`src/hw/rtl/tsr_pkg.sv`:
```
// Shared types, constants and widths for the slip resistance core.
`default_nettype none
package tsr_pkg;
    localparam int unsigned NUM_SLIP_DEF = 12;
    localparam int unsigned CFG_IDX_W    = 3;
    localparam int unsigned CFG_DATA_W   = 32;
    localparam int unsigned DENS_W       = 33;
    localparam int unsigned TOT_W        = 39;
    localparam int unsigned S_W          = 48;

    localparam logic [CFG_IDX_W-1:0] REG_SELF    = 3'd0;
    localparam logic [CFG_IDX_W-1:0] REG_LATENT  = 3'd1;
    localparam logic [CFG_IDX_W-1:0] REG_BARRIER = 3'd2;
    localparam logic [CFG_IDX_W-1:0] REG_SHEAR   = 3'd3;
    localparam logic [CFG_IDX_W-1:0] REG_BURGERS = 3'd4;

    localparam logic [15:0] SELF_RST    = 16'd4096;
    localparam logic [15:0] LATENT_RST  = 16'd819;
    localparam logic [15:0] BARRIER_RST = 16'd1229;
    localparam logic [19:0] SHEAR_RST   = 20'd79731;

    typedef struct packed {
        logic [15:0] self_factor;
        logic [15:0] latent_factor;
        logic [15:0] barrier_factor;
        logic [19:0] modulus_mpa;
        logic [31:0] burgers_vec;
    } cfg_t;

    // one slip system job handed from front to back
    typedef struct packed {
        logic [DENS_W-1:0] own;
        logic [TOT_W-1:0]  total;
        logic [3:0]        sys;
        logic              last;
    } job_t;
endpackage
`default_nettype wire

```
`src/hw/rtl/tsr_queue.sv`:
```
// Short job queue between front and back.
`default_nettype none
module tsr_queue #(
    parameter int unsigned DEPTH = 4
) (
    input  wire logic      aclk,
    input  wire logic      aresetn,
    input  wire logic      wr_valid,
    output logic           wr_ready,
    input  tsr_pkg::job_t  wr_job,
    output logic           rd_valid,
    input  wire logic      rd_ready,
    output tsr_pkg::job_t  rd_job
);
    import tsr_pkg::*;
    localparam int unsigned PW = $clog2(DEPTH);
    job_t          q_mem [DEPTH];
    logic [PW-1:0] wp_reg, rp_reg;
    logic [PW:0]   cnt_reg;
    logic          wr, rd;

    assign wr_ready = cnt_reg != (PW+1)'(DEPTH);
    assign rd_valid = cnt_reg != '0;
    assign wr       = wr_valid && wr_ready;
    assign rd       = rd_valid && rd_ready;
    assign rd_job   = q_mem[rp_reg];

    always_ff @(posedge aclk) begin
        if (!aresetn) begin
            wp_reg  <= '0;
            rp_reg  <= '0;
            cnt_reg <= '0;
        end else begin
            if (wr) wp_reg <= wp_reg + 1'b1;
            if (rd) rp_reg <= rp_reg + 1'b1;
            cnt_reg <= cnt_reg + (PW+1)'(wr) - (PW+1)'(rd);
        end
    end
    always_ff @(posedge aclk) begin
        if (wr) q_mem[wp_reg] <= wr_job;
    end
endmodule
`default_nettype wire

```
`config.mk`:
```
export PLATFORM = sky130hd
export DESIGN_NAME = tsr_queue
export DESIGN_NICKNAME = d
export VERILOG_FILES = /design/src/hw/rtl/tsr_pkg.sv /design/src/hw/rtl/tsr_queue.sv
export SDC_FILE = /design/constraint.sdc
export NUM_CORES = 1
export LEC_CHECK = 0
export BUFFER_PORTS_ARGS = -buffer_cell sky130_fd_sc_hd__buf_2
export CAP_MARGIN = 10
export CELL_PAD_IN_SITES_DETAIL_PLACEMENT = 1
export CELL_PAD_IN_SITES_GLOBAL_PLACEMENT = 1
export CORE_ASPECT_RATIO = 1.75
export CORE_UTILIZATION = 45
export CTS_BUF_LIST = sky130_fd_sc_hd__clkbuf_8
export CTS_CLUSTER_DIAMETER = 30
export DETAILED_ROUTE_END_ITERATION = 8
export PLACE_DENSITY = 0.8
export SETUP_SLACK_MARGIN = 0.4
export SLEW_MARGIN = 20
export SYNTH_ARGS = -nofsm -noshare
export SYNTH_HDL_FRONTEND = slang
export SYNTH_SLANG_ARGS = --single-unit
```
`constraint.sdc`:
```
create_clock -name aclk -period 5.6 [get_ports aclk]
set_clock_uncertainty 0.1 [all_clocks]
set_input_delay 0.84 -clock aclk [delete_from_list [all_inputs] [get_ports aclk]]
set_output_delay 0.84 -clock aclk [all_outputs]
set_load 0.02 [all_outputs]
```
; ---- Word level (Yosys, flattened, before mapping)
; Memory sizes are Yosys's and may differ from the RTL's. A register that Yosys moved wholly into a read port is not among the register bits.
; Index checks and enable logic that the tools add are counted.
; W data, S select, Z words.
[totals]
reg_bits = 7
wordCells = 16
ram_bits = 308
mem_count = 1
[mem_list]
columns = memory, depth, width, read_ports, rd_clocked_by_memory_dff, write_ports, line_no
row1 = q_mem, 4, 77, 1, 1, 1, tsr_queue.sv:17  ; job_t q_mem [DEPTH];
[classes]
eq_ne = 1
n_reduce_logical = 3
muxes = 4
n_addsub = 4
[op_table]
columns = cell, count
row1 = $add A2 B1 Y2 const B, 2
row2 = $mux W2, 2
row3 = $add A3 B1 Y3, 1
row4 = $ne A3 B3 Y1 const B, 1
row5 = $reduce_bool A3 Y1, 1
row6 = $sub A3 B1 Y3, 1
row7 = $logic_and A1 B1 Y1, 2
row8 = $mux W1, 2

; ---- Depth between registers and ports, before layout
; Gate-level depths: netlist of run 1.
[depth]
ltp_word = 4
ltp_mapped = 11

; ---- Least setup slack after synthesis of run 1
; No wires, ideal clock.
[synth_timing]
kind = input to register
start = in wr_valid
end = mem q_mem[0][0] in the netlist's numbering, enable pin
t_required_ns = 5.056
arrival_time_ns = 3.073
setup_slack_ns = 1.983
cell_stages = 2
path_buffers = 0
setup_time_ns = 0.444
cell_sequence = a21boi_1 and2_1
[synth_between]
elab_chain_len = 3
[synth_lines]
columns = element, line_no
row1 = from (decl), tsr_queue.sv:8  ; input wire logic wr_valid,
row2 = $logic_and A1 B1 Y1, tsr_queue.sv:24  ; assign wr = wr_valid && wr_ready;
row3 = $mux W1, tsr_queue.sv:40  ; if (wr) q_mem[wp_reg] <= wr_job;
row4 = $mux W1 (not written as such), tsr_queue.sv:40
row5 = to (decl), tsr_queue.sv:17
; No other way between the ends.

==> impl_metrics.tcl, run 1 <==
set metrics [dict create \
    cts_tree "built" \
    worst_setup_hold_path_clk_slew_ns 0.06 \
    period_minus_slack_ns 3.77 \
    grt_pass1_vias 6192 \
    routabilityCongestion 0.711 \
    cts_max_level 2 \
    avgSynthCellArea_um2 25.8 \
    start_util_pct 45.8 \
    vias 5320 \
    r2r-end "q_mem[2][8]$_DFFE_PP_" \
    cts_setup_buffers 0 \
    grtUsageTotal_pct 18.4 \
    synthDistinctLibCells 21 \
    core_area_mm2 0.0253 \
    drc 0 \
    slew_violations 0 \
    drt_iter0_markers 335 \
    net-switching-power_w 0.00186 \
    power.share.clock_pct 30.1 \
    syn_inst 451 \
    worst_slew_pin_slew_ns 0.818 \
    status "completed" \
    routed_wl_um 23500 \
    required_ns 4.66 \
    fin_area_mm2 0.0137 \
    ctsResizeCount 0 \
    cts_made_buffers 47 \
    dpl_cell_area_mm2 0.0127 \
    largest_reg_flops 308 \
    rsz0062_at_grt "false" \
    ys_warn_count 0 \
    antenna_found_initial 6 \
    end_kind "primary output" \
    die_area_mm2 0.0265 \
    fmax_mhz 266 \
    hold_viol 0 \
    synth_area_mm2 0.0116 \
    drtPass1Iterations 4 \
    rows 77 \
    crit_end "rd_job[28]" \
    final_layout_size_suffix_gt1_share_pct 46.5 \
    synth_nets 539 \
    nNetsFinal 735 \
    hold_buffers 0 \
    setup_tns_ns 0 \
    intPower_w 0.00455 \
    ys_seq_area_share_pct 81.2 \
    p_comb_share_pct 22.6 \
    crit_type "reg -> out" \
    grt_pass1_wl_um 35200 \
    dp_hpwl_um 14700 \
    vias_per_cell 5.29 \
    r2r_slack_ns 2.73 \
    die_height_um 215 \
    startpoint_type "flop" \
    r2r_start "cnt_reg[1]$_SDFF_PN0_" \
    p_leak_nw 4.62 \
    num_io_pins 160 \
    crit_path_max_fanout 39 \
    p_sw_share_pct 29.1 \
    worstSkewPairLatency_ns 0.56 \
    critPathArrivalTime_ns 2.83 \
    power_density_mw_per_mm2 467 \
    grt_overflow 0 \
    wl_per_cell_um 23.3 \
    maxSlewHeadroom_pct 45.5 \
    grt_max_degree 78 \
    hp-class "in -> reg" \
    peakVddDrop_mv 0.217 \
    r2r_cells 4 \
    holdCritStartpoint "wr_job[67]" \
    cts_buffer_depth 3 \
    portBuffers 159 \
    drv_cap 0 \
    die_x_um 123 \
    power.total_w 0.00641 \
    finalSetupViolCount 0 \
    antenna_left 0 \
    cts-root-buf "clkbuf_8" \
    seqPwrFrac_pct 47.3 \
    ys_ff_latch 317 \
    areaGrowthSynthToFinish_pct 18.2 \
    cts_sinks 317 \
    finalCritPeriodShare_pct 67.2 \
]
-- cell type report --
type,count,area [um^2]
Clock inverter,40,324
Sequential cell,317,9440
Timing Repair Buffer,166,868
Clock buffer,48,661
Tap cell,316,395
Inverter,5,18.8
Fill cell,2272,11600
Antenna cell,4,10.0
Multi-Input combinational cell,110,2010
-- synthesized netlist by cell type --
| cell type | instances | area [um^2] |
|---|---|---|
| buf_4 | 4 | 30.0 |
| nor2b_1 | 3 | 18.8 |
| ha_1 | 6 | 75.1 |
| o311ai_0 | 1 | 8.76 |
| dfxtp_1 | 9 | 180 |
| nand2_1 | 5 | 18.8 |
| edfxtp_1 | 308 | 9250 |
| clkbuf_1 | 5 | 18.8 |
| buf_12 | 4 | 80.1 |
| buf_2 | 5 | 25.0 |
| inv_1 | 5 | 18.8 |
| and2_1 | 7 | 43.8 |
| nor2_1 | 1 | 3.75 |
| a21boi_1 | 1 | 7.51 |
| fa_1 | 1 | 20.0 |
| buf_6 | 1 | 11.3 |
| xnor2_1 | 4 | 35.0 |
| mux2i_1 | 2 | 20.0 |
| mux4_2 | 77 | 1730 |
| or3_1 | 1 | 6.26 |
| o31a_1 | 1 | 8.76 |
-- metal layers --
layer	GRT usage [%]	up-vias	share of wire, %
met3	4.36	53	5.4
met4	8.84	4	3.2
met1	19.7	2753	34
met5	0	-	0.098
li1	-	2320	-
met2	33.3	190	57
-- power by group through the flow --
stage          combinational [W]  sequential (W)  clock, W
2_1_floorplan            0.00113         0.00298         0
3_3_place_gp             0.00141         0.00309         0
3_5_place_dp             0.00145         0.00312         0
4_1_cts                  0.00145         0.00307   0.00199
5_1_grt                  0.00154         0.00306   0.00208
6_report                 0.00145         0.00303   0.00193
-- critical path: stages (launching register included) --
cell	delay [ns]
dfxtp_4	0.88
buf_4	0.54
mux4_2	0.62
buf_2	0.19
-- stage by stage --
step	util, %	setup WS (ns)	cells	hold WS [ns]
6_report	54.2	1.83	1006	0.374
3_5_place_dp	50.1	2.31	913	0.400
5_1_grt	54.2	1.62	1005	0.348
3_3_place_gp	50.1	2.40	913	0.379
2_1_floorplan	-	1.98	451	0.368
4_1_cts	54.0	1.71	1001	0.329
-- cell usage in the layout, fill, tap and decap left out, types with 4 or more instances in the layout --
| cell type | count |
|---|---|
| clkinv_2 | 9 |
| and2_4 | 4 |
| clkinvlp_4 | 7 |
| diode_2 | 4 |
| inv_1 | 13 |
| edfxtp_1 | 308 |
| nand2_1 | 5 |
| mux4_2 | 77 |
| xnor2_1 | 4 |
| clkinv_1 | 10 |
| clkbuf_8 | 48 |
| buf_2 | 159 |
| ha_1 | 6 |
| dfxtp_1 | 7 |
| bufinv_16 | 5 |
| buf_4 | 6 |
-- cells by family after synthesis --
logic type,count (synthesis),synth area share [%]
flip-flops,317,81.2
multiplexers,79,15.1
buffers and inverters,24,1.58
XOR/XNOR,4,0.302
adder cells (fa/ha/maj),7,0.819
AO/OA/AOI/OAI,3,0.216
AND/OR/NAND/NOR,17,0.786
-- worst min-delay path by stage --
| stage | to | slack (ns) | depth (start not counted) |
|---|---|---|---|
| finish | q_mem[2][67]$_DFFE_PP_ | 0.37 | 1 |
| global route | q_mem[2][67]$_DFFE_PP_ | 0.35 | 1 |
| CTS | q_mem[2][67]$_DFFE_PP_ | 0.33 | 1 |
| detailed placement | wp_reg[1]$_SDFFE_PN0P_ | 0.40 | 2 |
| global placement | wp_reg[1]$_SDFFE_PN0P_ | 0.38 | 2 |
| floorplan | wp_reg[1]$_SDFFE_PN0P_ | 0.37 | 2 |
No activity file was read; power rests on OpenSTA's default activity.
==> inputs of run 2 (changes only) <==
clock period = 3.8 ns   (was 5.6 ns; I/O delays follow)
==> impl_metrics.tcl, run 2 (synthesized netlist as in run 1, its figures left out) <==
set metrics [dict create \
    largest_reg_flops 308 \
    final_layout_size_suffix_gt1_share_pct 47.5 \
    required_ns 3.13 \
    r2r-end "cnt_reg[2]$_SDFF_PN0_" \
    worst_setup_hold_path_clk_slew_ns 0.07 \
    r2r_start "cnt_reg[1]$_SDFF_PN0_" \
    routabilityCongestion 0.736 \
    cts_sinks 317 \
    slowest_delay_ns 0.79 \
    portBuffers 159 \
    fmax_mhz 313 \
    hold_viol 0 \
    startpoint_type "flop" \
    period_minus_slack_ns 3.19 \
    crit_family "flip-flops" \
    hold_buffers 0 \
    maxSlewHeadroom_pct 34.8 \
    cts_buffer_depth 3 \
    dp_hpwl_um 15100 \
    areaGrowthSynthToFinish_pct 18.9 \
    drtPass1Iterations 4 \
    cts-root-buf "clkbuf_8" \
    antenna_left 0 \
    path_cells "buf_4 > mux4_2 > buf_2" \
    start_util_pct 45.8 \
    rows 77 \
    r2r_slack_ns 1.03 \
    routed_wl_um 23600 \
    antenna_found_initial 3 \
    vias_per_cell 5.27 \
    drc 0 \
    rsz0062_at_grt "false" \
    final_cells 1011 \
    worst_slew_pin_slew_ns 0.978 \
    cts_setup_buffers 0 \
    hp-class "in -> reg" \
    grtUsageTotal_pct 18.7 \
    die_area_mm2 0.0265 \
    die_height_um 215 \
    holdCritStartpoint "wr_job[23]" \
    num_io_pins 160 \
    crit_buf_inv 2 \
    crit_path_max_fanout 30 \
    grt_pass1_wl_um 35500 \
    drv_cap 0 \
    slew_violations 0 \
    status "completed" \
    setup_tns_ns 0 \
    r2r_cells 11 \
    drt_iter0_markers 263 \
    p_leak_nw 4.71 \
    post-route-util_pct 54.5 \
    min_to "q_mem[0][23]$_DFFE_PP_" \
    ctsResizeCount 0 \
    finalSetupViolCount 0 \
    peakVddDrop_mv 0.462 \
    grt_pass1_vias 6156 \
    wl_per_cell_um 23.3 \
    nNetsFinal 744 \
    power_density_mw_per_mm2 694 \
    worstSkewPairLatency_ns 0.56 \
    critPathArrivalTime_ns 2.52 \
    finalCritPeriodShare_pct 84.0 \
    cts_made_buffers 46 \
    crit_type "reg -> out" \
    crit_path_top_delay_cell "dfxtp_4" \
    end_kind "primary output" \
    grt_overflow 0 \
    vias 5325 \
    cts_tree "built" \
    dpl.cell_count 924 \
    grt_max_degree 62 \
    hold_path_depth 1 \
    n_fill_cell 2248 \
    cts_max_level 2 \
    mostFrequentLayoutCells "edfxtp_1, buf_2, mux4_2" \
    mostFrequentLayoutCell "edfxtp_1" \
    core_area_mm2 0.0253 \
    die_x_um 123 \
]
-- run 2: worst max-delay path by stage --
stage	start	to	slack, ns	depth (start not counted)
detailed placement	wr_valid	cnt_reg[2]$_SDFF_PN0_	0.91	11
floorplan	wr_valid	q_mem[0][0]$_DFFE_PP_	0.45	2
CTS	flop	rd_job[28]	0.49	3
finish	flop	rd_job[28]	0.61	3
global route	flop	rd_job[45]	0.41	3
global placement	wr_valid	cnt_reg[2]$_SDFF_PN0_	0.98	11
-- run 2: report_power, final --
part / switching, W / leakage [nW] / total, W / internal, W
registers: 0.000231 / 2.90 / 0.00447 / 0.00424
logic: 0.00124 / 1.26 / 0.00219 / 0.000952
clock network: 0.00129 / 0.554 / 0.00293 / 0.00163
-- run 2: area by class of cell --
cell class              count  area, um^2  area share, %
repair buffers            176         936           6.78
clock inverters            36         335           2.43
multi-input cells         110        2010           14.6
well taps                 316         395           2.86
inverters                   5        18.8          0.136
clock buffers              49         674           4.88
diodes                      2        5.00         0.0362
flip-flops and latches    317        9440           68.3
-- run 2: per-layer routing --
metal	track usage (%)	wire length (um)	vias to the layer above
li1	-	-	2336
met1	20.3	8480	2797
met2	34.3	13500	154
met3	4.12	1010	36
met4	7.35	568	2
met5	0	13	-
-- run 2: per-stage QoR --
step | hold WS (ns) | worst slack (ns) | instance area (um^2) | power (W)
CTS | 0.0643 | 0.492 | 13800 | 0.00974
floorplan | 0.368 | 0.453 | 11600 | 0.00606
global route | 0.0766 | 0.412 | 13800 | 0.00999
detailed placement | 0.409 | 0.914 | 12800 | 0.00680
finish | 0.120 | 0.608 | 13800 | 0.00958
global placement | 0.378 | 0.983 | 12800 | 0.00670
