$ cat config.mk
export PLATFORM = sky130hd
export DESIGN_NAME = tsr_front
export DESIGN_NICKNAME = d
export VERILOG_FILES = /design/src/hw/rtl/tsr_pkg.sv /design/src/hw/rtl/tsr_front.sv
export SDC_FILE = /design/constraint.sdc
export NUM_CORES = 1
export LEC_CHECK = 0
export BUFFER_PORTS_ARGS = -buffer_cell sky130_fd_sc_hd__buf_4
export CORE_ASPECT_RATIO = 0.9
export CORE_MARGIN = 8
export CORE_UTILIZATION = 45
export DETAILED_ROUTE_END_ITERATION = 7
export GPL_ROUTABILITY_DRIVEN = 1
export GPL_TIMING_DRIVEN = 1
export PLACE_DENSITY = 0.68
export SYNTH_ARGS = -nofsm -noshare
export SYNTH_HDL_FRONTEND = slang
export SYNTH_SLANG_ARGS = --single-unit
$ cat constraint.sdc
create_clock -name aclk -period 5.15 [get_ports aclk]
set_input_delay 0.2575 -clock aclk [delete_from_list [all_inputs] [get_ports aclk]]
set_output_delay 0.2575 -clock aclk [all_outputs]
set_load 0.02 [all_outputs]
$ cat src/hw/rtl/tsr_pkg.sv
// Shared types, constants and widths for the slip resistance core.
`default_nettype none
package tsr_pkg;
    localparam int unsigned NUM_SLIP_DEF = 12;
    localparam int unsigned CFG_IDX_W    = 3;
    localparam int unsigned CFG_DATA_W   = 32;
    localparam int unsigned DENS_W       = 33;
    localparam int unsigned TOT_W        = 39;
    localparam int unsigned S_W          = 48;

    localparam logic [CFG_IDX_W-1:0] REG_SELF    = 3'd0;
    localparam logic [CFG_IDX_W-1:0] REG_LATENT  = 3'd1;
    localparam logic [CFG_IDX_W-1:0] REG_BARRIER = 3'd2;
    localparam logic [CFG_IDX_W-1:0] REG_SHEAR   = 3'd3;
    localparam logic [CFG_IDX_W-1:0] REG_BURGERS = 3'd4;

    localparam logic [15:0] SELF_RST    = 16'd4096;
    localparam logic [15:0] LATENT_RST  = 16'd819;
    localparam logic [15:0] BARRIER_RST = 16'd1229;
    localparam logic [19:0] SHEAR_RST   = 20'd79731;

    typedef struct packed {
        logic [15:0] self_factor;
        logic [15:0] latent_factor;
        logic [15:0] barrier_factor;
        logic [19:0] modulus_mpa;
        logic [31:0] burgers_vec;
    } cfg_t;

    // one slip system job handed from front to back
    typedef struct packed {
        logic [DENS_W-1:0] own;
        logic [TOT_W-1:0]  total;
        logic [3:0]        sys;
        logic              last;
    } job_t;
endpackage
`default_nettype wire

$ cat src/hw/rtl/tsr_front.sv
// Front end: loads densities, keeps the total and issues one job per system.
`default_nettype none
module tsr_front #(
    parameter int unsigned NUM_SLIP = tsr_pkg::NUM_SLIP_DEF
) (
    input  wire logic         aclk,
    input  wire logic         aresetn,
    input  wire logic         in_valid,
    output logic              in_ready,
    input  wire logic [31:0]  mob,
    input  wire logic [31:0]  imm,
    input  wire logic         last,
    output logic              job_valid,
    input  wire logic         job_ready,
    output tsr_pkg::job_t     job
);
    import tsr_pkg::*;
    localparam int unsigned IDX_W = (NUM_SLIP > 1) ? $clog2(NUM_SLIP) : 1;
    localparam int unsigned CNT_W = $clog2(NUM_SLIP + 1);
    localparam logic [CNT_W-1:0] NUM_C = CNT_W'(NUM_SLIP);
    localparam logic [IDX_W-1:0] LAST_IDX = IDX_W'(NUM_SLIP - 1);

    logic [DENS_W-1:0] store_mem [NUM_SLIP];
    logic [CNT_W-1:0]  load_reg, load_next;
    logic [TOT_W-1:0]  total_reg, total_next;
    logic              issue_reg, issue_next;
    logic [IDX_W-1:0]  idx_reg, idx_next;
    logic [DENS_W-1:0] rd_reg;
    logic              rd_valid_reg, rd_valid_next;
    logic              rd_loaded_reg;
    logic [IDX_W-1:0]  rd_idx_reg;
    logic [TOT_W-1:0]  rd_total_reg;
    logic [DENS_W-1:0] sum;
    logic              take, rd_go;

    assign sum      = {1'b0, mob} + {1'b0, imm};
    assign in_ready = !issue_reg;
    assign take     = in_valid && in_ready;
    // read one entry per cycle while the output slot is free
    assign rd_go    = issue_reg && (!rd_valid_reg || job_ready);

    always_comb begin
        load_next     = load_reg;
        total_next    = total_reg;
        issue_next    = issue_reg;
        idx_next      = idx_reg;
        rd_valid_next = rd_valid_reg;
        if (rd_valid_reg && job_ready) rd_valid_next = 1'b0;
        if (take) begin
            if (load_reg < NUM_C) begin
                load_next  = load_reg + 1'b1;
                total_next = total_reg + TOT_W'(sum);
            end
            if (last) begin
                issue_next = 1'b1;
                idx_next   = '0;
            end
        end
        if (rd_go) begin
            rd_valid_next = 1'b1;
            idx_next      = idx_reg + 1'b1;
            // drop the set counters when the read sweep ends
            if (idx_reg == LAST_IDX) begin
                issue_next = 1'b0;
                load_next  = '0;
                total_next = '0;
            end
        end
    end

    always_ff @(posedge aclk) begin
        if (!aresetn) begin
            load_reg     <= '0;
            total_reg    <= '0;
            issue_reg    <= 1'b0;
            idx_reg      <= '0;
            rd_valid_reg <= 1'b0;
        end else begin
            load_reg     <= load_next;
            total_reg    <= total_next;
            issue_reg    <= issue_next;
            idx_reg      <= idx_next;
            rd_valid_reg <= rd_valid_next;
        end
    end

    always_ff @(posedge aclk) begin
        if (take && load_reg < NUM_C) store_mem[load_reg[IDX_W-1:0]] <= sum;
        if (rd_go) begin
            rd_reg        <= store_mem[idx_reg];
            rd_idx_reg    <= idx_reg;
            rd_loaded_reg <= CNT_W'(idx_reg) < load_reg;
            // hold the set total with the job, the next set may start loading
            rd_total_reg  <= total_reg;
        end
    end

    always_comb begin
        job.own   = rd_loaded_reg ? rd_reg : '0;
        job.total = rd_total_reg;
        job.sys   = 4'(rd_idx_reg);
        job.last  = rd_idx_reg == LAST_IDX;
    end
    assign job_valid = rd_valid_reg;
endmodule
`default_nettype wire

* After elaboration in Yosys (flattened, before gate mapping)
Memories as Yosys holds them, arrays and structs flattened. A register that Yosys moved wholly into a read port is not among the register bits.
Index checks and enable logic that the tools add are counted.
** Storage, ports and cells
- Bits of input ports :: 69
- Logic and storage cells :: 48
- Register bits after elaboration :: 93
- Output and inout port bits :: 79
- Bits in writable memories :: 396
- Memories :: 1
** Memory list
- store_mem :: depth 12, width 33, rd ports 1, clocked after Yosys merged registers in 1, write ports 1, RTL line tsr_front.sv:23 : logic [DENS_W-1:0] store_mem [NUM_SLIP];
** Cells by class
- Mux-type cells :: 20
- Eq/ne operators :: 2
- Order comparisons :: 2
- Add/sub/neg operators :: 4
- Reductions and logical operators :: 11
** Operator list (number)
- $mux W39 :: 4
- $add A39 B33 Y39 :: 1
- $add A32 B32 Y33 :: 1
- $mux W33 :: 1
- $mux W4 :: 7
- $add A4 B1 Y4 const B :: 2
- $eq A4 B4 Y1 const B :: 2
- $mux W1 :: 8
- $reduce_bool A2 Y1 :: 3
- $logic_and A1 B1 Y1 :: 4
- $lt A4 B4 Y1 :: 1
- $lt A4 B4 Y1 const B :: 1
- $logic_not A1 Y1 :: 2
- $reduce_and A2 Y1 :: 1
- $logic_or A1 B1 Y1 :: 1

* Logic depth before layout (Yosys ltp)
Gate-level depths: netlist (run 1).
- Depth after elaboration :: 6
- Mapped depth :: 20
- Depth with buffers taken out :: 19

* Worst setup path before layout (run 1)
Ideal clock, no wire load.
- Path kind :: input to register
- Start :: input port mob[0]
- End :: register total_reg[34]
- Stages :: 16
- Data required time :: 5029 ps
- Path buffers :: 1
- Slack :: 518 ps
- Arrival time :: 4512 ps
- Setup time :: 121 ps
- Cells stage by stage :: ha_1 fa_1 a211oi_1 nor4_2 nor3_2 a2111oi_4 o21ai_2 a21oi_1 o311ai_0 ha_1 clkbuf_1 a21oi_1 o22ai_1 o311a_1 o2111ai_1 nand2_1
** Between the ends
- Longest elaborated chain between the ends :: 6
** RTL lines
- start, declared :: RTL line tsr_front.sv:10 : input wire logic [31:0] mob,
- $add A32 B32 Y33 * :: RTL line tsr_front.sv:36 : assign sum = {1'b0, mob} + {1'b0, imm};
- named net sum[26] :: RTL line tsr_front.sv:33 : logic [DENS_W-1:0] sum;
- $add A39 B33 Y39 * :: RTL line tsr_front.sv:52 : total_next = total_reg + TOT_W'(sum);
- $mux W39 * :: RTL line tsr_front.sv:50 : if (load_reg < NUM_C) begin
- $mux W39 * :: RTL line tsr_front.sv:49 : if (take) begin
- $mux W39 :: RTL line tsr_front.sv:63 : if (idx_reg == LAST_IDX) begin
- $mux W39 * :: RTL line tsr_front.sv:59 : if (rd_go) begin
- end signal, assigned :: RTL line tsr_front.sv:80 : total_reg <= total_next;
- end, declared :: RTL line tsr_front.sv:25 : logic [TOT_W-1:0] total_reg, total_next;
Mark *: on every way through the listed nets, which the timed path passes. The rest lies on a longest branch.
A chain may end at the register's enable or synchronous reset.

* Worst setup path in the final report (run 1)
- Start :: input port mob[2]
- End :: register total_reg[22]
The elaborated chain is that of the path after synthesis.

==> results of run 1 <==
layout by cell type, fill, tap and decap left out, drive strengths merged, types with 39 or more instances in the layout:
master    n
buf     209
nand2   118
o21ai    85
and2     42
ha       73
a21oi    82
nor2     39
mux4     99
dfxtp    49
edfxtp  473
clkbuf   69
layer usage:
layer | vias up | share of wire, % | track usage (%)
met5 | - | 0 | 0
met4 | 0 | 2.0 | 4.32
met3 | 95 | 5.4 | 3.16
met2 | 424 | 49 | 30.8
met1 | 7002 | 44 | 24.4
li1 | 6356 | - | -
how the worst max path moves through the flow:
stage	startpoint	end	depth (start not counted)
final	mob[2]	total_reg[22]	18
after detailed placement	mob[0]	total_reg[34]	20
after CTS	mob[0]	total_reg[38]	20
after floorplan	mob[0]	total_reg[34]	16
after global placement	mob[0]	total_reg[34]	20
after global routing	mob[2]	total_reg[22]	18
stage by stage:
step                instance area (µm²)  TNS [ns]  worst slack (ns)  hold WS, ns  power [µW]
floorplan                         23100         0             0.518        0.375        6490
global placement                  25300    -0.295            -0.106        0.450        7130
detailed placement                25300     -2.80            -0.318        0.455        7180
CTS                               27100         0             0.320       0.0622       11000
global route                      27100         0             0.315        0.102       11400
finish                            27100         0             0.604       0.0828       11000
what timing repair did:
| item | CTS | global route |
|---|---|---|
| hold buffers | 4 | 0 |
| resized for setup | 0 | 1 |
| endpoints found under the hold margin | 6 | 0 |
| endpoints found under the setup margin | 0 | 1 |
power groups by stage:
stage / clock network (µW) / registers, µW / logic, µW
after floorplan: 0 / 5180 / 1310
after global placement: 0 / 5200 / 1930
after detailed placement: 0 / 5200 / 1980
after CTS: 3910 / 5120 / 1990
after global routing: 4060 / 5140 / 2180
final: 3840 / 5120 / 1990
cell families (layout without fill, tap and decap cells):
family | count (synthesis) | count (layout) | share of synthesized area [%]
flip-flops | 522 | 522 | 65.6
AND/OR/NAND/NOR | 348 | 348 | 7.59
AO/OA/AOI/OAI | 285 | 285 | 7.95
multiplexers | 138 | 138 | 11.3
buffers and inverters | 102 | 341 | 1.72
adder cells (fa/ha/maj) | 75 | 75 | 4.12
XOR/XNOR | 45 | 45 | 1.70
other | 0 | 1 | 0
worst max-delay path, stage by stage:
cell and delay (ns):
sky130_fd_sc_hd__buf_4 0.11, sky130_fd_sc_hd__ha_1 0.36, sky130_fd_sc_hd__o21ai_0 0.13, sky130_fd_sc_hd__o21ai_0 0.31
sky130_fd_sc_hd__nor3b_1 0.29, sky130_fd_sc_hd__o21ai_0 0.11, sky130_fd_sc_hd__nand2b_1 0.08, sky130_fd_sc_hd__a21oi_1 0.08
sky130_fd_sc_hd__xnor2_1 0.93, sky130_fd_sc_hd__ha_1 0.47, sky130_fd_sc_hd__a21oi_1 0.06, sky130_fd_sc_hd__o21ai_0 0.46
sky130_fd_sc_hd__or3_1 0.21, sky130_fd_sc_hd__nor3_2 0.05, sky130_fd_sc_hd__o41ai_2 0.43, sky130_fd_sc_hd__a41oi_1 0.23
sky130_fd_sc_hd__or4_1 0.45, sky130_fd_sc_hd__nand3_1 0.08
layout make-up:
type	count	area (µm²)	area share [%]
Antenna cell	1	2.50	0.00922
Multi-Input combinational cell	891	7600	28.0
Tap cell	688	861	3.17
Clock inverter	28	330	1.22
Inverter	31	116	0.429
Sequential cell	522	15200	56.0
Timing Repair Buffer	213	1620	5.97
Clock buffer	69	1420	5.22
==> impl_metrics.prom, run 1 <==
# TYPE chip_impl_metric gauge
chip_impl_info{name="run_status",value="completed"} 1
chip_impl_metric{name="floorplan.rows",unit=""} 79
chip_impl_metric{name="drive_above_1_share",unit="%"} 23.5
chip_impl_metric{name="power.share.sequential",unit="%"} 46.8
chip_impl_metric{name="start_util",unit="%"} 45.1
chip_impl_metric{name="design.portCount",unit=""} 148
chip_impl_metric{name="core_area",unit="mm²"} 0.0513
chip_impl_metric{name="detail_route.first_pass.iterations",unit=""} 5
chip_impl_metric{name="synth-warning-count",unit=""} 0
chip_impl_metric{name="die_width",unit="µm"} 255
chip_impl_metric{name="die_area",unit="mm²"} 0.0590
chip_impl_metric{name="mappedNetlistNets",unit=""} 1659
chip_impl_metric{name="seq_area_frac_synth",unit="%"} 65.6
chip_impl_metric{name="cts-htree-levels",unit=""} 2
chip_impl_metric{name="fmax",unit="GHz"} 0.220
chip_impl_metric{name="timing.final.crit_period",unit="ns"} 4.55
chip_impl_metric{name="yosysTopAreaCellShare",unit="%"} 61.4
chip_impl_metric{name="cts_setup_buffers",unit=""} 0
chip_impl_metric{name="ys_seq_elements",unit=""} 522
chip_impl_metric{name="grt_max_degree",unit=""} 71
chip_impl_metric{name="critPathArrivalTime",unit="ns"} 5.10
chip_impl_metric{name="first_iter_violations",unit=""} 1133
chip_impl_metric{name="dr_total_vias",unit=""} 13900
chip_impl_metric{name="clockBufferDepth",unit=""} 3
chip_impl_metric{name="vias_in_the_first_global_route",unit=""} 14200
chip_impl_metric{name="number_of_inserted_filler_cells_in_the_final_layout",unit=""} 4122
chip_impl_metric{name="p_comb_share",unit="%"} 18.2
chip_impl_metric{name="post-route-util",unit="%"} 52.9
chip_impl_metric{name="worst_slew_margin_rel",unit="%"} 6.78
chip_impl_metric{name="grt_pass1_wl",unit="mm"} 83.2
chip_impl_metric{name="synthArstFlopShare",unit="%"} 0
chip_impl_metric{name="holdPathStages",unit=""} 4
chip_impl_metric{name="drt-wirelength-per-cell",unit="µm"} 22.2
chip_impl_metric{name="ir_drop",unit="µV"} 261
chip_impl_metric{name="ff2ff_setup_slack",unit="ns"} 2.08
chip_impl_metric{name="synthDistinctLibCells",unit=""} 70
chip_impl_metric{name="power_density",unit="mW/mm²"} 403
chip_impl_metric{name="worstSkewPairLatency",unit="ns"} 0.62
chip_impl_metric{name="total_grt_overflow",unit=""} 0
chip_impl_metric{name="drt-vias-per-instance",unit=""} 5.68
chip_impl_metric{name="syn-cell-area",unit="mm²"} 0.0231
chip_impl_metric{name="place.gp.congestion",unit=""} 0.893
chip_impl_metric{name="power.static_leakage",unit="µW"} 0.00936
chip_impl_metric{name="detailedPlacementHpwl",unit="mm"} 34.3
chip_impl_metric{name="fin_skew",unit="ns"} 0.0431
chip_impl_metric{name="final_cells",unit=""} 2443
chip_impl_metric{name="postRouteWirelength",unit="mm"} 54.2
chip_impl_metric{name="timing.final.setup_violations",unit=""} 0
chip_impl_metric{name="detail_route.drc_violations",unit=""} 0
chip_impl_metric{name="final_hold_viol_count",unit=""} 0
chip_impl_metric{name="switching_share",unit="%"} 27.1
chip_impl_info{name="hold_path.startpoint",value="last"} 1
chip_impl_metric{name="relative_contribution_of_the_clock_network_to_total_power",unit="%"} 35.0
chip_impl_metric{name="number_of_sinks_on_the_clock_net",unit=""} 522
chip_impl_metric{name="area.growth.synth_to_final",unit="%"} 17.3
chip_impl_info{name="synth_top_cell_by_area",value="sky130_fd_sc_hd__edfxtp_1"} 1
chip_impl_metric{name="critPathRequiredTime",unit="ns"} 5.71
chip_impl_metric{name="grt.total_usage",unit="%"} 18.2
chip_impl_metric{name="drv.max_cap_violation_count",unit=""} 0
chip_impl_metric{name="post-route-period-util",unit="%"} 88.3
chip_impl_metric{name="placement.io_buffers",unit=""} 147
chip_impl_info{name="synthFlopType",value="sky130_fd_sc_hd__edfxtp_1"} 1
chip_impl_metric{name="synthCells",unit=""} 1515
chip_impl_info{name="synth.top_cells.by_area",value="sky130_fd_sc_hd__edfxtp_1, sky130_fd_sc_hd__mux4_2, sky130_fd_sc_hd__dfxtp_1"} 1
chip_impl_metric{name="timing.final.max_slew_violations",unit=""} 0
chip_impl_metric{name="dp_cells",unit=""} 2341
chip_impl_info{name="clock_tree_root",value="sky130_fd_sc_hd__clkbuf_16"} 1
chip_impl_metric{name="antenna_found_initial",unit=""} 3
chip_impl_info{name="r2r_end",value="total_reg[22]"} 1
chip_impl_metric{name="synth-edff-count",unit=""} 473
chip_impl_info{name="rsz_0062_raised_after_global_routing",value="false"} 1
chip_impl_metric{name="clock_slew_at_the_register_clock_pins_of_the_worst_setup_and_hold_paths",unit="ns"} 0.06
chip_impl_info{name="hold_path.class",value="in -> reg"} 1
chip_impl_metric{name="die_h",unit="µm"} 231
chip_impl_metric{name="cts_inserted_buffers",unit=""} 53
chip_impl_metric{name="largest_register_ffs",unit=""} 396
chip_impl_metric{name="synth.avg_cell_area",unit="µm²"} 15.3
chip_impl_info{name="worstSetupPathType",value="in -> reg"} 1
chip_impl_info{name="cts_tree",value="done"} 1
chip_impl_metric{name="tightestPinTransition",unit="ns"} 1.39
chip_impl_metric{name="worstRegToRegCells",unit=""} 11
chip_impl_info{name="ff_to_ff_start",value="total_reg[0]"} 1
chip_impl_info{name="startpoint_type",value="input pin"} 1
chip_impl_metric{name="critPathMaxFanout",unit=""} 13
chip_impl_metric{name="nets",unit=""} 1856
chip_impl_metric{name="internal_power",unit="µW"} 7990
chip_impl_info{name="yosysMostFrequentCell",value="sky130_fd_sc_hd__edfxtp_1"} 1
chip_impl_info{name="ys_top_cells_by_count",value="sky130_fd_sc_hd__edfxtp_1, sky130_fd_sc_hd__nand2_1, sky130_fd_sc_hd__mux4_2, sky130_fd_sc_hd__a21oi_1, sky130_fd_sc_hd__o21ai_0"} 1
chip_impl_metric{name="net_switching_power",unit="µW"} 2960
chip_impl_metric{name="ant_nets",unit=""} 0
chip_impl_info{name="hold_end",value="idx_reg[1]"} 1
chip_impl_info{name="worstSetupEndpointType",value="flop"} 1
Power figures use the tool's default switching activity.
==> run 2: changes to the inputs <==
Settings changed: BUFFER_PORTS_ARGS -buffer_cell sky130_fd_sc_hd__buf_4 to unset, DONT_BUFFER_PORTS set to 1, PLACE_DENSITY 0.68 to 0.66.
==> impl_metrics.prom, run 2 (synthesized netlist as in run 1, its figures left out) <==
# TYPE chip_impl_metric gauge
chip_impl_metric{name="timing.final.max_slew_violations",unit=""} 0
chip_impl_metric{name="multi_input_comb_area",unit="mm²"} 0.00760
chip_impl_metric{name="design.portCount",unit=""} 148
chip_impl_metric{name="fin_skew",unit="ns"} 0.0190
chip_impl_metric{name="ant_nets",unit=""} 0
chip_impl_metric{name="critPathRequiredTime",unit="ns"} 5.61
chip_impl_metric{name="detail_route.first_pass.iterations",unit=""} 5
chip_impl_metric{name="die_h",unit="µm"} 231
chip_impl_info{name="rsz_0062_raised_after_global_routing",value="false"} 1
chip_impl_metric{name="ir_drop",unit="µV"} 221
chip_impl_metric{name="cts-htree-levels",unit=""} 2
chip_impl_metric{name="vias_in_the_first_global_route",unit=""} 13500
chip_impl_metric{name="grt_max_degree",unit=""} 74
chip_impl_metric{name="holdPathStages",unit=""} 2
chip_impl_metric{name="cts_inserted_buffers",unit=""} 53
chip_impl_metric{name="critPathMaxFanout",unit=""} 13
chip_impl_info{name="mostFrequentLayoutCells",value="sky130_fd_sc_hd__edfxtp_1, sky130_fd_sc_hd__nand2_1, sky130_fd_sc_hd__mux4_2"} 1
chip_impl_metric{name="dp_cells",unit=""} 2199
chip_impl_info{name="ff_to_ff_start",value="total_reg[0]"} 1
chip_impl_metric{name="power_density",unit="mW/mm²"} 410
chip_impl_metric{name="core_area",unit="mm²"} 0.0513
chip_impl_info{name="hold_end",value="issue_reg"} 1
chip_impl_metric{name="final_cells",unit=""} 2302
chip_impl_metric{name="postRouteWirelength",unit="mm"} 53.7
chip_impl_metric{name="number_of_inserted_filler_cells_in_the_final_layout",unit=""} 4215
chip_impl_metric{name="tightestPinTransition",unit="ns"} 1.27
chip_impl_metric{name="area.growth.synth_to_final",unit="%"} 12.0
chip_impl_metric{name="antenna_found_initial",unit=""} 0
chip_impl_metric{name="worstSkewPairLatency",unit="ns"} 0.59
chip_impl_metric{name="start_util",unit="%"} 45.1
chip_impl_metric{name="detailedPlacementHpwl",unit="mm"} 34.3
chip_impl_info{name="clock_tree_root",value="sky130_fd_sc_hd__clkbuf_16"} 1
chip_impl_metric{name="critPathArrivalTime",unit="ns"} 4.88
chip_impl_metric{name="timing.final.setup_violations",unit=""} 0
chip_impl_info{name="critical_path.slowest_cell",value="sky130_fd_sc_hd__xnor2_1"} 1
chip_impl_metric{name="largest_register_ffs",unit=""} 396
chip_impl_metric{name="clockBufferDepth",unit=""} 3
chip_impl_metric{name="drv.max_cap_violation_count",unit=""} 0
chip_impl_metric{name="post-route-period-util",unit="%"} 86.0
chip_impl_metric{name="fmax",unit="GHz"} 0.226
chip_impl_info{name="worstSetupEndpointType",value="flop"} 1
chip_impl_metric{name="ff2ff_setup_slack",unit="ns"} 2.22
chip_impl_metric{name="floorplan.rows",unit=""} 79
chip_impl_metric{name="dr_total_vias",unit=""} 13200
chip_impl_info{name="final_common_cell",value="sky130_fd_sc_hd__edfxtp_1"} 1
chip_impl_info{name="r2r_end",value="total_reg[22]"} 1
chip_impl_metric{name="final_hold_viol_count",unit=""} 0
chip_impl_metric{name="clock_slew_at_the_register_clock_pins_of_the_worst_setup_and_hold_paths",unit="ns"} 0.06
chip_impl_metric{name="timing.final.crit_period",unit="ns"} 4.43
chip_impl_metric{name="place.gp.congestion",unit=""} 0.855
chip_impl_metric{name="power.static_leakage",unit="µW"} 0.00861
chip_impl_info{name="hold_path.class",value="in -> reg"} 1
chip_impl_info{name="cts_tree",value="done"} 1
chip_impl_metric{name="critical_path.max_stage_delay",unit="ns"} 0.50
chip_impl_metric{name="worst_slew_margin_rel",unit="%"} 14.9
chip_impl_info{name="hold_path.startpoint",value="aresetn"} 1
chip_impl_metric{name="number_of_sinks_on_the_clock_net",unit=""} 522
chip_impl_metric{name="total_grt_overflow",unit=""} 0
chip_impl_info{name="worstSetupPathType",value="in -> reg"} 1
chip_impl_info{name="startpoint_type",value="input pin"} 1
chip_impl_metric{name="detail_route.drc_violations",unit=""} 0
chip_impl_metric{name="placement.io_buffers",unit=""} 0
chip_impl_metric{name="cts-resized-gates",unit=""} 0
chip_impl_metric{name="die_width",unit="µm"} 255
chip_impl_info{name="critical_path.cell_chain",value="ha_1 -> fa_1 -> a211oi_1 -> o21bai_1 -> a21oi_1 -> o21bai_1 -> a21oi_1 -> o21bai_1 -> a21oi_1 -> xnor2_1 -> ha_1 -> and4_4 -> nand3_1 -> nand2_1 -> or3_4 -> a31o_1 -> a311oi_2 -> xor2_1 -> o21ai_1"} 1
chip_impl_metric{name="grt.total_usage",unit="%"} 18.1
chip_impl_metric{name="drt-wirelength-per-cell",unit="µm"} 23.3
chip_impl_metric{name="first_iter_violations",unit=""} 1122
chip_impl_metric{name="worstRegToRegCells",unit=""} 11
chip_impl_metric{name="grt_pass1_wl",unit="mm"} 81.5
chip_impl_metric{name="area.sequential",unit="mm²"} 0.0152
chip_impl_metric{name="setup_total_negative_slack",unit="ns"} 0
chip_impl_info{name="run_status",value="completed"} 1
chip_impl_metric{name="drt-vias-per-instance",unit=""} 5.71
chip_impl_metric{name="die_area",unit="mm²"} 0.0590
chip_impl_metric{name="drive_above_1_share",unit="%"} 16.7
chip_impl_metric{name="nets",unit=""} 1714
[run 2: changes by cell type in the layout (fill, tap and decap cells not counted), sizes merged]
cell	delta
clkinv	+5
inv	+1
bufinv	-2
clkbuf	-3
buf	-142
[run 2: worst max-delay path by stage]
stage                       from       endpoint  slack [ns]
after floorplan           mob[0]  total_reg[34]        0.52
after global placement    mob[0]  total_reg[20]        0.25
after detailed placement  mob[0]  total_reg[20]        0.14
after CTS                 mob[0]  total_reg[20]        0.75
after global routing      mob[0]  total_reg[22]        0.39
final                     mob[0]  total_reg[20]        0.72
[run 2: area by class of cell]
cell class                      instances  area share [%]
Timing Repair Buffer                   71            2.14
Sequential cell                       522            58.6
Clock buffer                           66            5.30
Tap cell                              688            3.32
Multi-Input combinational cell        891            29.3
Clock inverter                         32           0.912
Antenna cell                            1         0.00965
Inverter                               31           0.449
[run 2: power breakdown]
part	total (µW)	switching, µW	internal [µW]
Sequential	5170	175	4990
Combinational	1860	1140	715
Clock	3610	1560	2040
Total	10600	2880	7750
[run 2: worst max-delay path: cells and delay by family]
kind                     cells  cell delay (ns)
AO/OA/AOI/OAI               10             2.04
XOR/XNOR                     2             0.69
adder cells (fa/ha/maj)      3             1.12
AND/OR/NAND/NOR              4             0.78
[run 2: timing repair]
item	4_1_cts	5_1_grt
hold buffers	4	0
setup buffers	0	0
endpoints found under the hold margin	6	0
[run 2: metal layers]
metal	global-route usage, %	vias to the layer above	part of all wire, %
met2	29.4	358	47
li1	-	6074	-
met3	3.53	72	6.1
met5	0	-	0
met4	4.28	0	2.0
met1	25.0	6649	45
[run 2: per-stage QoR]
step / utilization [%] / hold slack (ns) / area, µm² / setup WS, ns / power [µW]
2_1_floorplan: - / 0.375 / 23100 / 0.518 / 6490
3_3_place_gp: 47.3 / 0.383 / 24300 / 0.254 / 7060
3_5_place_dp: 47.3 / 0.385 / 24300 / 0.145 / 7090
4_1_cts: 50.6 / 0.110 / 25900 / 0.751 / 10700
5_1_grt: 50.6 / 0.142 / 25900 / 0.394 / 11100
6_report: 50.6 / 0.126 / 25900 / 0.723 / 10600
